### config.mk
export PLATFORM = sky130hd
export DESIGN_NAME = overwriting_ring_fifo_window_flat
export DESIGN_NICKNAME = d
export VERILOG_FILES = /design/src/rtl/ofw_pkg.sv /design/src/rtl/ofw_in_if.sv /design/src/rtl/ofw_out_if.sv /design/src/rtl/ofw_ram.sv /design/src/rtl/overwriting_ring_fifo_window.sv /design/src/flat_wrapper.sv
export SDC_FILE = /design/constraint.sdc
export NUM_CORES = 1
export LEC_CHECK = 0
export BUFFER_PORTS_ARGS = -buffer_cell sky130_fd_sc_hd__clkbuf_2
export CORE_MARGIN = 1
export CORE_UTILIZATION = 55
export CTS_CLUSTER_SIZE = 8
export DETAILED_ROUTE_END_ITERATION = 10
export PLACE_DENSITY = 0.71
export SLEW_MARGIN = 5
export SYNTH_ARGS = -nofsm -noshare
export SYNTH_HDL_FRONTEND = slang
export SYNTH_SLANG_ARGS = --single-unit
### constraint.sdc
create_clock -name clk -period 6.7 [get_ports clk]
set_clock_uncertainty 0.05 [all_clocks]
set_input_delay 0.335 -clock clk [delete_from_list [all_inputs] [get_ports clk]]
set_output_delay 0.335 -clock clk [all_outputs]
set_load 0.05 [all_outputs]
### src/rtl/ofw_pkg.sv
// types and constants of the overwriting ring fifo
package ofw_pkg;

  localparam int DEPTH_DEF  = 64;
  localparam int DATA_W_DEF = 16;
  localparam int CAP_W      = 7;
  localparam int CNT_W      = 7;
  localparam int WIN_W      = 7;
  localparam int CMD_W      = 2;
  localparam int STAT_W     = 2;

  localparam logic [CAP_W-1:0] CAP_RESET = 7'd64;

  typedef enum logic [CMD_W-1:0] {
    CMD_ENQ = 2'd0,
    CMD_DEQ = 2'd1,
    CMD_WIN = 2'd2,
    CMD_CLR = 2'd3
  } cmd_t;

  typedef enum logic [STAT_W-1:0] {
    STAT_OK    = 2'd0,
    STAT_EMPTY = 2'd1,
    STAT_DROP  = 2'd2
  } stat_t;

  typedef enum logic [2:0] {
    S_IDLE,
    S_EXEC,
    S_ENQ_WR,
    S_WIN_RD,
    S_RD_WAIT,
    S_OUT
  } state_t;

endpackage

### src/rtl/ofw_in_if.sv
// command channel of the ring fifo
interface ofw_in_if #(
  parameter int DATA_WIDTH = ofw_pkg::DATA_W_DEF
);
  logic                        valid;
  logic                        ready;
  logic [ofw_pkg::CMD_W-1:0]   cmd;
  logic [DATA_WIDTH-1:0]       data_in;
  logic [ofw_pkg::WIN_W-1:0]   window_count;

  modport source (output valid, output cmd, output data_in, output window_count,
                  input ready);
  modport sink (input valid, input cmd, input data_in, input window_count,
                output ready);
endinterface

### src/rtl/ofw_out_if.sv
// result channel of the ring fifo
interface ofw_out_if #(
  parameter int DATA_WIDTH = ofw_pkg::DATA_W_DEF
);
  logic                        valid;
  logic                        ready;
  logic [DATA_WIDTH-1:0]       data_out;
  logic                        last;
  logic [ofw_pkg::STAT_W-1:0]  status;
  logic [ofw_pkg::CNT_W-1:0]   occupancy;

  modport source (output valid, output data_out, output last, output status,
                  output occupancy, input ready);
  modport sink (input valid, input data_out, input last, input status,
                input occupancy, output ready);
endinterface

### src/rtl/ofw_ram.sv
// generic single-write, single-read ram with registered read data
module ofw_ram #(
  parameter int WIDTH = ofw_pkg::DATA_W_DEF,
  parameter int DEPTH = ofw_pkg::DEPTH_DEF
) (
  input  logic                     clk,
  input  logic                     we,
  input  logic [$clog2(DEPTH)-1:0] waddr,
  input  logic [WIDTH-1:0]         wdata,
  input  logic [$clog2(DEPTH)-1:0] raddr,
  output logic [WIDTH-1:0]         rdata
);

  logic [WIDTH-1:0] mem [DEPTH];
  logic [WIDTH-1:0] rdata_r;

  always_ff @(posedge clk) begin
    if (we) begin
      mem[waddr] <= wdata;
    end
    rdata_r <= mem[raddr];
  end

  assign rdata = rdata_r;

endmodule

### src/rtl/overwriting_ring_fifo_window.sv
// overwriting ring fifo with window read: top level
// one command at a time; a shared index incrementer with wrap compare does all advances
// enqueue steps: accept, update front and count, write, result (S_IDLE, S_EXEC, S_ENQ_WR, S_OUT)
// dequeue: accept, update, registered ram read, result; clear and dequeue from empty skip the read
// window of n words: one ram read per word, words leave in order
// synchronous active-low reset: capacity 64, fifo empty, front 1, per-entry valid bits read as zero
module overwriting_ring_fifo_window #(
  parameter int DEPTH      = ofw_pkg::DEPTH_DEF,
  parameter int DATA_WIDTH = ofw_pkg::DATA_W_DEF
) (
  input  logic                      clk,
  input  logic                      rst_n,
  ofw_in_if.sink                    in_ch,
  ofw_out_if.source                 out_ch,
  input  logic                      cfg_we,
  input  logic [ofw_pkg::CAP_W-1:0] cfg_data
);

  localparam int IDX_W = $clog2(DEPTH);
  localparam logic [ofw_pkg::CAP_W-1:0] DEPTH_C = ofw_pkg::CAP_W'(DEPTH);

  ofw_pkg::state_t state_r, state_nxt;
  ofw_pkg::cmd_t   cmd_r, cmd_nxt;
  ofw_pkg::stat_t  out_stat_r, out_stat_nxt;

  logic [ofw_pkg::CAP_W-1:0] capacity_r, capacity_nxt;
  logic [IDX_W-1:0]          front_r, front_nxt;
  logic [IDX_W-1:0]          rear_r, rear_nxt;
  logic [ofw_pkg::CNT_W-1:0] count_r, count_nxt;
  logic [DATA_WIDTH-1:0]     data_r, data_nxt;
  logic [ofw_pkg::WIN_W-1:0] want_r, want_nxt;
  logic [ofw_pkg::WIN_W-1:0] remain_r, remain_nxt;
  logic [IDX_W-1:0]          win_idx_r, win_idx_nxt;
  logic                      last_pend_r, last_pend_nxt;
  logic [DATA_WIDTH-1:0]     out_data_r, out_data_nxt;
  logic                      out_last_r, out_last_nxt;
  logic [DEPTH-1:0]          valid_r, valid_nxt;
  logic                      rd_valid_r;

  logic [ofw_pkg::CAP_W-1:0] cap_eff;
  logic [ofw_pkg::WIN_W-1:0] win_n;
  logic [IDX_W-1:0]          win_first;
  logic                      in_acc;
  logic                      out_acc;

  // shared index advance unit
  logic [IDX_W-1:0]          adv_in;
  logic [ofw_pkg::CAP_W-1:0] adv_sum;
  logic [IDX_W-1:0]          adv_out;

  logic                  ram_we;
  logic [IDX_W-1:0]      ram_waddr;
  logic [IDX_W-1:0]      ram_raddr;
  logic [DATA_WIDTH-1:0] ram_rdata;

  assign in_acc  = in_ch.valid && in_ch.ready;
  assign out_acc = out_ch.valid && out_ch.ready;

  // a capacity of zero acts as one, above the depth as the depth
  assign cap_eff = (capacity_r == '0)    ? ofw_pkg::CAP_W'(1) :
                   (capacity_r > DEPTH_C) ? DEPTH_C : capacity_r;

  assign win_n     = (want_r > cap_eff) ? cap_eff : want_r;
  assign win_first = (ofw_pkg::CAP_W'(front_r) < cap_eff) ? front_r : '0;

  always_comb begin
    case (state_r)
      ofw_pkg::S_ENQ_WR: adv_in = rear_r;
      ofw_pkg::S_WIN_RD: adv_in = win_idx_r;
      default:           adv_in = front_r;
    endcase
  end

  assign adv_sum = ofw_pkg::CAP_W'(adv_in) + ofw_pkg::CAP_W'(1);
  assign adv_out = (adv_sum >= cap_eff) ? '0 : adv_sum[IDX_W-1:0];

  assign ram_we    = (state_r == ofw_pkg::S_ENQ_WR);
  assign ram_waddr = adv_out;
  assign ram_raddr = (state_r == ofw_pkg::S_WIN_RD) ? win_idx_r : front_r;

  ofw_ram #(
    .WIDTH (DATA_WIDTH),
    .DEPTH (DEPTH)
  ) u_ram (
    .clk   (clk),
    .we    (ram_we),
    .waddr (ram_waddr),
    .wdata (data_r),
    .raddr (ram_raddr),
    .rdata (ram_rdata)
  );

  // next state
  always_comb begin
    state_nxt = state_r;
    case (state_r)
      ofw_pkg::S_IDLE: begin
        if (in_acc) begin
          state_nxt = ofw_pkg::S_EXEC;
        end
      end
      ofw_pkg::S_EXEC: begin
        case (cmd_r)
          ofw_pkg::CMD_ENQ: state_nxt = ofw_pkg::S_ENQ_WR;
          ofw_pkg::CMD_DEQ: state_nxt = (count_r == '0) ? ofw_pkg::S_OUT : ofw_pkg::S_RD_WAIT;
          ofw_pkg::CMD_WIN: state_nxt = (win_n == '0) ? ofw_pkg::S_IDLE : ofw_pkg::S_WIN_RD;
          default:          state_nxt = ofw_pkg::S_OUT;
        endcase
      end
      ofw_pkg::S_ENQ_WR:  state_nxt = ofw_pkg::S_OUT;
      ofw_pkg::S_WIN_RD:  state_nxt = ofw_pkg::S_RD_WAIT;
      ofw_pkg::S_RD_WAIT: state_nxt = ofw_pkg::S_OUT;
      ofw_pkg::S_OUT: begin
        if (out_acc) begin
          if (cmd_r == ofw_pkg::CMD_WIN && !out_last_r) begin
            state_nxt = ofw_pkg::S_WIN_RD;
          end else begin
            state_nxt = ofw_pkg::S_IDLE;
          end
        end
      end
      default: state_nxt = ofw_pkg::S_IDLE;
    endcase
  end

  // datapath and outputs
  always_comb begin
    capacity_nxt  = cfg_we ? cfg_data : capacity_r;
    cmd_nxt       = cmd_r;
    data_nxt      = data_r;
    want_nxt      = want_r;
    front_nxt     = front_r;
    rear_nxt      = rear_r;
    count_nxt     = count_r;
    remain_nxt    = remain_r;
    win_idx_nxt   = win_idx_r;
    last_pend_nxt = last_pend_r;
    out_data_nxt  = out_data_r;
    out_last_nxt  = out_last_r;
    out_stat_nxt  = out_stat_r;
    valid_nxt     = valid_r;

    case (state_r)
      ofw_pkg::S_IDLE: begin
        if (in_acc) begin
          cmd_nxt  = ofw_pkg::cmd_t'(in_ch.cmd);
          data_nxt = in_ch.data_in;
          want_nxt = in_ch.window_count;
        end
      end
      ofw_pkg::S_EXEC: begin
        out_data_nxt  = '0;
        out_last_nxt  = 1'b1;
        out_stat_nxt  = ofw_pkg::STAT_OK;
        last_pend_nxt = 1'b1;
        case (cmd_r)
          ofw_pkg::CMD_ENQ: begin
            // full: drop the oldest before the write
            if (count_r >= cap_eff) begin
              front_nxt    = adv_out;
              count_nxt    = cap_eff;
              out_stat_nxt = ofw_pkg::STAT_DROP;
            end else begin
              count_nxt = count_r + ofw_pkg::CNT_W'(1);
            end
          end
          ofw_pkg::CMD_DEQ: begin
            if (count_r == '0) begin
              out_stat_nxt = ofw_pkg::STAT_EMPTY;
            end else begin
              count_nxt = count_r - ofw_pkg::CNT_W'(1);
              front_nxt = adv_out;
            end
          end
          ofw_pkg::CMD_WIN: begin
            remain_nxt  = win_n;
            win_idx_nxt = win_first;
          end
          default: begin
            front_nxt = (cap_eff == ofw_pkg::CAP_W'(1)) ? '0 : IDX_W'(1);
            rear_nxt  = '0;
            count_nxt = '0;
          end
        endcase
      end
      ofw_pkg::S_ENQ_WR: begin
        rear_nxt           = adv_out;
        valid_nxt[adv_out] = 1'b1;
      end
      ofw_pkg::S_WIN_RD: begin
        win_idx_nxt   = adv_out;
        remain_nxt    = remain_r - ofw_pkg::WIN_W'(1);
        last_pend_nxt = (remain_r == ofw_pkg::WIN_W'(1));
      end
      ofw_pkg::S_RD_WAIT: begin
        // slots never written read as zero
        out_data_nxt = rd_valid_r ? ram_rdata : '0;
        out_last_nxt = last_pend_r;
      end
      default: begin
      end
    endcase
  end

  always_ff @(posedge clk) begin
    if (!rst_n) begin
      state_r    <= ofw_pkg::S_IDLE;
      capacity_r <= ofw_pkg::CAP_RESET;
      front_r    <= IDX_W'(1);
      rear_r     <= '0;
      count_r    <= '0;
      valid_r    <= '0;
    end else begin
      state_r    <= state_nxt;
      capacity_r <= capacity_nxt;
      front_r    <= front_nxt;
      rear_r     <= rear_nxt;
      count_r    <= count_nxt;
      valid_r    <= valid_nxt;
    end
  end

  always_ff @(posedge clk) begin
    cmd_r       <= cmd_nxt;
    data_r      <= data_nxt;
    want_r      <= want_nxt;
    remain_r    <= remain_nxt;
    win_idx_r   <= win_idx_nxt;
    last_pend_r <= last_pend_nxt;
    out_data_r  <= out_data_nxt;
    out_last_r  <= out_last_nxt;
    out_stat_r  <= out_stat_nxt;
    rd_valid_r  <= valid_r[ram_raddr];
  end

  assign in_ch.ready      = (state_r == ofw_pkg::S_IDLE);
  assign out_ch.valid     = (state_r == ofw_pkg::S_OUT);
  assign out_ch.data_out  = out_data_r;
  assign out_ch.last      = out_last_r;
  assign out_ch.status    = out_stat_r;
  assign out_ch.occupancy = count_r;

endmodule

### src/flat_wrapper.sv
// flat-port wrapper written by rule: the top's interface ports become plain ports
module overwriting_ring_fifo_window_flat 
#(
  parameter int DEPTH      = ofw_pkg::DEPTH_DEF,
  parameter int DATA_WIDTH = ofw_pkg::DATA_W_DEF
)
  (clk, rst_n, cfg_we, cfg_data, in_ch_valid, in_ch_cmd, in_ch_data_in, in_ch_window_count, in_ch_ready, out_ch_valid, out_ch_data_out, out_ch_last, out_ch_status, out_ch_occupancy, out_ch_ready);
  ofw_in_if #(.DATA_WIDTH(DATA_WIDTH)) in_ch_i ();
  ofw_out_if #(.DATA_WIDTH(DATA_WIDTH)) out_ch_i ();
  input  logic clk;
  input  logic rst_n;
  input  logic cfg_we;
  input  logic [ofw_pkg::CAP_W-1:0] cfg_data;
  input wire logic [$bits(in_ch_i.valid)-1:0] in_ch_valid;
  input wire logic [$bits(in_ch_i.cmd)-1:0] in_ch_cmd;
  input wire logic [$bits(in_ch_i.data_in)-1:0] in_ch_data_in;
  input wire logic [$bits(in_ch_i.window_count)-1:0] in_ch_window_count;
  output wire logic [$bits(in_ch_i.ready)-1:0] in_ch_ready;
  output wire logic [$bits(out_ch_i.valid)-1:0] out_ch_valid;
  output wire logic [$bits(out_ch_i.data_out)-1:0] out_ch_data_out;
  output wire logic [$bits(out_ch_i.last)-1:0] out_ch_last;
  output wire logic [$bits(out_ch_i.status)-1:0] out_ch_status;
  output wire logic [$bits(out_ch_i.occupancy)-1:0] out_ch_occupancy;
  input wire logic [$bits(out_ch_i.ready)-1:0] out_ch_ready;
  assign in_ch_i.valid = in_ch_valid;
  assign in_ch_i.cmd = in_ch_cmd;
  assign in_ch_i.data_in = in_ch_data_in;
  assign in_ch_i.window_count = in_ch_window_count;
  assign in_ch_ready = in_ch_i.ready;
  assign out_ch_valid = out_ch_i.valid;
  assign out_ch_data_out = out_ch_i.data_out;
  assign out_ch_last = out_ch_i.last;
  assign out_ch_status = out_ch_i.status;
  assign out_ch_occupancy = out_ch_i.occupancy;
  assign out_ch_i.ready = out_ch_ready;
  overwriting_ring_fifo_window #(.DEPTH(DEPTH), .DATA_WIDTH(DATA_WIDTH)) u_core (.clk(clk), .rst_n(rst_n), .in_ch(in_ch_i), .out_ch(out_ch_i), .cfg_we(cfg_we), .cfg_data(cfg_data));
endmodule
=== Word-level counts from Yosys, hierarchy flattened ===
Memory sizes are Yosys's and may differ from the RTL's. A register that Yosys moved wholly into a read port is not among the register bits.
Cells that the tools add are included.

* Bits of input ports: 37
* Logic and storage cells: 107
* ROM bits: 0
* Register bits: 152
* Output and inout bits: 28
* Memory bits (writable): 1024
* Memories: 1
* Latch bits: 0

* Mux-type cells: 40
* $add $sub $neg: 4
* $mul: 0
* Shifts and indexed selects: 0
* Reduce and logical (&&, ||, !) cells: 21
* Div/mod/pow operators: 0
* Equality and inequality tests: 15
* Magnitude comparators: 8
* Bitwise operators: 2

{| class="wikitable"
|+ Memory list
! memory !! words !! bits a word !! read ports !! clocked after Yosys merged registers in !! wr ports !! line !! RTL
|-
| u_core.u_ram.mem || 64 || 16 || 1 || 1 || 1 || ofw_ram.sv:14 || <nowiki>logic [WIDTH-1:0] mem [DEPTH];</nowiki>
|}

{| class="wikitable"
|+ Operators with widths
! kind !! count
|-
| bitwise OR 64 bit || 1
|-
| two-way mux 6 bit || 7
|-
| two-way mux 7 bit || 6
|-
| one-hot mux 6 bit (2 select lines) || 3
|-
| one-hot mux 16 bit (2 select lines) || 1
|-
| zero test 7 bit || 3
|-
| one-hot mux 7 bit (3 select lines) || 1
|-
| one-hot mux 6 bit (3 select lines) || 1
|-
| two-way mux 16 bit || 1
|-
| one-hot mux 3 bit (5 select lines) || 1
|-
| equality test 7 x 1 -> 1 bit, second input constant || 2
|-
| greater-or-equal comparator 7 bit || 2
|-
| less-than comparator 6 x 7 -> 1 bit, second input constant || 2
|-
| one-hot mux 7 bit (2 select lines) || 1
|-
| subtractor 7 x 1 -> 7 bit, second input constant || 2
|-
| one-hot mux 3 bit (3 select lines) || 1
|-
| != test 2 bit, second input constant || 4
|-
| AND reduction 2 bit || 4
|-
| adder 6 x 1 -> 7 bit, second input constant || 1
|-
| adder 7 x 1 -> 7 bit, second input constant || 1
|-
| greater-than comparator 7 bit || 1
|-
| greater-than comparator 7 bit, second input constant || 1
|-
| less-than comparator 6 x 7 -> 1 bit || 1
|-
| two-way mux 1 bit || 7
|-
| other kinds (23) || 35
|}

=== Logic depth before layout (Yosys ltp) ===
* Word-level depth: 10
* Gate-level depth with buffers: 19
* Mapped depth without buffers: 14

=== Hierarchy ===
A second synthesis with hierarchy kept.

* Cells, all modules: 2585
* Area, all modules: 47777.1 um2

{| class="wikitable"
|+ By module, submodules not included
! module !! seq. area each (um2) !! area each (um2) !! cells each !! times used
|-
| ofw_ram || 31069.8 || 40042.2 || 1829 || 1
|-
| overwriting_ring_fifo_window || 3623.5 || 7734.9 || 756 || 1
|}

=== Worst setup path before layout ===
Ideal clock, no wire load.

* Kind: register -> register
* Start point: reg u_core.state_r[0]
* End point: mem u_core.u_ram.mem[16][0] in the netlist's numbering (enable)
* Cell stages (with the launch flop): 16
* Slack: 1.889 ns
* Clock period less this slack: 4.811 ns
* Required time: 6.238 ns
* Buffers on the path: 2
* Setup time: 0.412 ns
* Arrival: 4.350 ns
* Cell sequence: dfxtp_1 buf_6 mux2_2 mux2i_1 inv_1 ha_1 nor3b_2 xnor2_1 ha_1 o21ai_0 nand2b_1 a21oi_1 or2_2 clkbuf_1 nand4_1 nor3_1

* Cells in the longest elaborated chain, start to end: 5
* Elaborated cells on any way between the ends: 8

{| class="wikitable"
|+ Ends and longest elaborated chain
! element !! line !! RTL
|-
| start: declaration || overwriting_ring_fifo_window.sv:22 || <nowiki>ofw_pkg::state_t state_r, state_nxt;</nowiki>
|-
| start signal: assignment || overwriting_ring_fifo_window.sv:207 || <nowiki>state_r <= ofw_pkg::S_IDLE;</nowiki>
|-
| start signal: assignment || overwriting_ring_fifo_window.sv:214 || <nowiki>state_r <= state_nxt;</nowiki>
|-
| equality test 3 x 2 -> 1 bit, on equally long branches || overwriting_ring_fifo_window.sv:67, overwriting_ring_fifo_window.sv:77 ||
|-
| one-hot mux 6 bit (2 select lines) || overwriting_ring_fifo_window.sv:67 || <nowiki>case (state_r)</nowiki>
|-
| adder 6 x 1 -> 7 bit || overwriting_ring_fifo_window.sv:74 || <nowiki>assign adv_sum = ofw_pkg::CAP_W'(adv_in) + ofw_pkg::CAP_W'(1);</nowiki>
|-
| greater-or-equal comparator 7 bit || overwriting_ring_fifo_window.sv:75 || <nowiki>assign adv_out = (adv_sum >= cap_eff) ? '0 : adv_sum[IDX_W-1:0];</nowiki>
|-
| two-way mux 6 bit || overwriting_ring_fifo_window.sv:75 ||
|-
| end: declaration || ofw_ram.sv:14 ||
|}

Several ways; a longest one is shown, not always the timed one.

=== Worst setup path in the final report ===
* Start point: reg u_core.state_r[1]
* End point: mem u_core.u_ram.mem[63][1] in the netlist's numbering (enable)

The elaborated chain is that of the path after synthesis.

==> flow_summary.ini <==
[placement]
gp_congestion = 0.933
io_buffers = 64
post-dp-hpwl_mm = 78.2

[pwr]
pwr-share-comb = 0.085
irDropWorstVdd_mv = 0.268
power_frac_seq = 0.473
powerDensity_mw_per_mm2 = 317
p_switching_mw = 4.33
swShare = 0.245
intPower_mw = 13.3
p_leak_nw = 19.2
pwr-share-clk = 0.441

[timing]
slew_viol_final = 0
fin_crit_ns = 5.92
timing.fmax_ghz = 0.169
finalHoldViolCount = 0
tns_ns = 0
rsz0062_at_grt = false
worst_slew_pin_slew_ns = 1.31
post-route-period-util = 0.883
relSlewSlack = 0.123
holdWs_ns = 0.238
setup_viol = 0

[layout]
fin_nets = 4085
drive_gt1_frac = 0.106
syn2layout_area_growth_pct = 15.0

[flow_run]
maxCapViolations = 0

[global_route]
grt_usage = 0.302
grt_pass1_vias = 31100
grt-ovfl-total = 0
grt_start_max_net_pins = 132
antenna_found_initial = 10
grt_pass1_wl_mm = 198

[logic_synthesis]
synth.distinct_cells = 72
synth_cells = 3845
seq_area_frac_synth = 0.716
syn_avg_cell_area_um2 = 12.6
yosys_register_bits = 1192
synth-main-ff-cell = edfxtp_1
synthTopCellsByCount = 1082 x edfxtp_1, 974 x nand2_1, 501 x nand3_1
yosys-top-cells-area = edfxtp_1 67%, nand2_1 7.5%, nand3_1 5.2%
synth_top_area_frac = 0.671
syn-num-nets = 3913
ys_async_sr_fraction = 0
synth_edf_count = 1082
yosys.cell_count.top_type = edfxtp_1
synth_area_leader_cell = edfxtp_1
synth_area_mm2 = 0.0484
ys_warn_count = 0

[cts]
cts_setup_buffers = 0
clkTransAtPathRegs_ns = 0.05
cts_root_buf = clkbuf_16
cts_buffers = 167
cts.sinks = 1192
cts_hold_buf = 43
cts_buffer_depth = 3
cts_tree = built
clk_latency_ns = 0.76
htree_levels = 4
cts_resized = 0

[detailed_routing]
route.detailed.drc = 0
routed_wl_mm = 135
drt_iter0_drc = 4676
vias_per_cell = 6.17
dr.pass1.iters = 6
ant_nets = 0
vias = 32600
avgRoutedWirePerCell_um = 25.7

[floorplan]
start_util = 0.556
dieArea_mm2 = 0.0892
die_height_um = 299
die_w_um = 299
ioPinCount = 65
num_rows = 108
core_mm2 = 0.0870

[worst_setup_path]
reg2reg_slack_ns = 0.78
timing.rr.start = u_core.state_r[1]
critPathMaxFanout = 14
crit_path_top_delay_cell = nor2_1
arrival_ns = 6.32
cpMostUsedCell = ha_1
cp_cell_sequence = nor2b_2 -> mux2i_1 -> inv_1 -> ha_1 -> nor3b_2 -> xnor2_1 -> ha_1 -> a2111oi_0 -> o21a_1 -> or2_2 -> and2_0 -> nand3_1 -> nor2_1 -> buf_4
cpPeakStageDelay_ns = 0.60
r2r-end = u_core.u_ram.mem[63][1]
end_kind = flop
required_ns = 7.10
path_class = reg2reg
reg2regPathDepth = 14
critPathLaunchType = flop

[hold_path]
min_to = u_core.data_r[2]
hp-class = in2reg
holdPathStages = 2
worstHoldStart = in_ch_data_in[2]

[status]
status = complete, no violations
-- cell families (layout without fill, tap and decap cells) --
| logic type | count (synthesis) | after routing | share of synthesized area |
|---|---|---|---|
| AND/OR/NAND/NOR | 1760 | 1760 | 0.159 |
| flip-flops | 1192 | 1192 | 0.716 |
| AO/OA/AOI/OAI | 388 | 388 | 0.0550 |
| buffers and inverters | 305 | 580 | 0.0258 |
| multiplexers | 155 | 155 | 0.0328 |
| adder cells (fa/ha/maj) | 31 | 31 | 0.00801 |
| XOR/XNOR | 14 | 14 | 0.00253 |
| other | 0 | 1 | 0 |
-- layout by cell type, fill, tap and decap left out, drive strengths merged, types with 61 or more instances in the layout --
cell / n
clkbuf: 322
a21oi: 61
buf: 142
a211oi: 69
dfxtp: 110
mux2i: 140
nand2: 974
nor2: 112
o21ai: 75
nand3: 501
inv: 62
edfxtp: 1082
-- per-stage QoR --
| step | area [um2] | utilization | power [mW] | std cells | setup WS, ns |
|---|---|---|---|---|---|
| after floorplan | 48400 | - | 9.35 | 3845 | 1.89 |
| after CTS | 55700 | 0.640 | 17.7 | 5275 | 0.871 |
| final | 55700 | 0.640 | 17.6 | 5276 | 0.782 |
| after global placement | 50400 | 0.579 | 9.92 | 4960 | 0.987 |
| after detailed placement | 50400 | 0.579 | 9.94 | 4960 | 0.909 |
| after global routing | 55700 | 0.640 | 18.1 | 5275 | 0.145 |
-- critical path, delay by kind of cell, from the launching register on --
family	cells	cell delay, ns
flip-flops	1	0.56
adder cells (fa/ha/maj)	2	0.50
XOR/XNOR	1	0.20
AND/OR/NAND/NOR	6	2.60
multiplexers	1	0.48
AO/OA/AOI/OAI	2	0.76
buffers and inverters	2	0.45
-- worst max path at each step --
stage | start | endpoint | slack, ns | cells past startpoint
6_report | u_core.state_r[1] | u_core.u_ram.mem[63][1] | 0.78 | 14
5_1_grt | u_core.state_r[1] | u_core.u_ram.mem[63][6] | 0.15 | 15
4_1_cts | u_core.state_r[1] | u_core.u_ram.mem[63][6] | 0.87 | 14
3_5_place_dp | u_core.state_r[1] | u_core.u_ram.mem[63][1] | 0.91 | 14
3_3_place_gp | u_core.state_r[1] | u_core.u_ram.mem[63][1] | 0.99 | 15
2_1_floorplan | u_core.state_r[0] | u_core.u_ram.mem[16][0] | 1.89 | 15
-- flip-flops by register name, summed over array words and instances, names as in the netlist, 7 cells and up --
register / count
u_core.data_r: 16
u_core.u_ram.mem: 1024
u_core.capacity_r: 7
u_core.out_ch.occupancy: 7
u_core.valid_r: 64
u_core.out_ch.data_out: 16
u_core.remain_r: 7
u_core.u_ram.rdata: 16
u_core.want_r: 7
-- area by class of cell --
cell class	count	area, um2
fillers	6390	31300
clock buffers	258	4560
flip-flops and latches	1192	34700
repair buffers	249	1900
well taps	1155	1450
inverters	59	221
multi-input cells	2348	12600
clock inverters	14	307
diodes	1	2.50
-- power by group through the flow --
stage                     logic [mW]  registers [mW]  clock network [mW]
after floorplan                0.744            8.60                   0
after global placement          1.43            8.49                   0
after detailed placement        1.45            8.49                   0
after CTS                       1.48            8.35                7.83
after global routing            1.59            8.35                8.16
final                           1.51            8.35                7.78
-- routing by layer --
metal / vias to the layer above / GRT usage / wire, um
met5: - / 0 / 13
met4: 2 / 0.138 / 6050
met3: 310 / 0.0622 / 14200
met2: 1980 / 0.466 / 62700
met1: 15800 / 0.417 / 52300
li1: 14500 / - / -
Power figures use the tool's default switching activity.
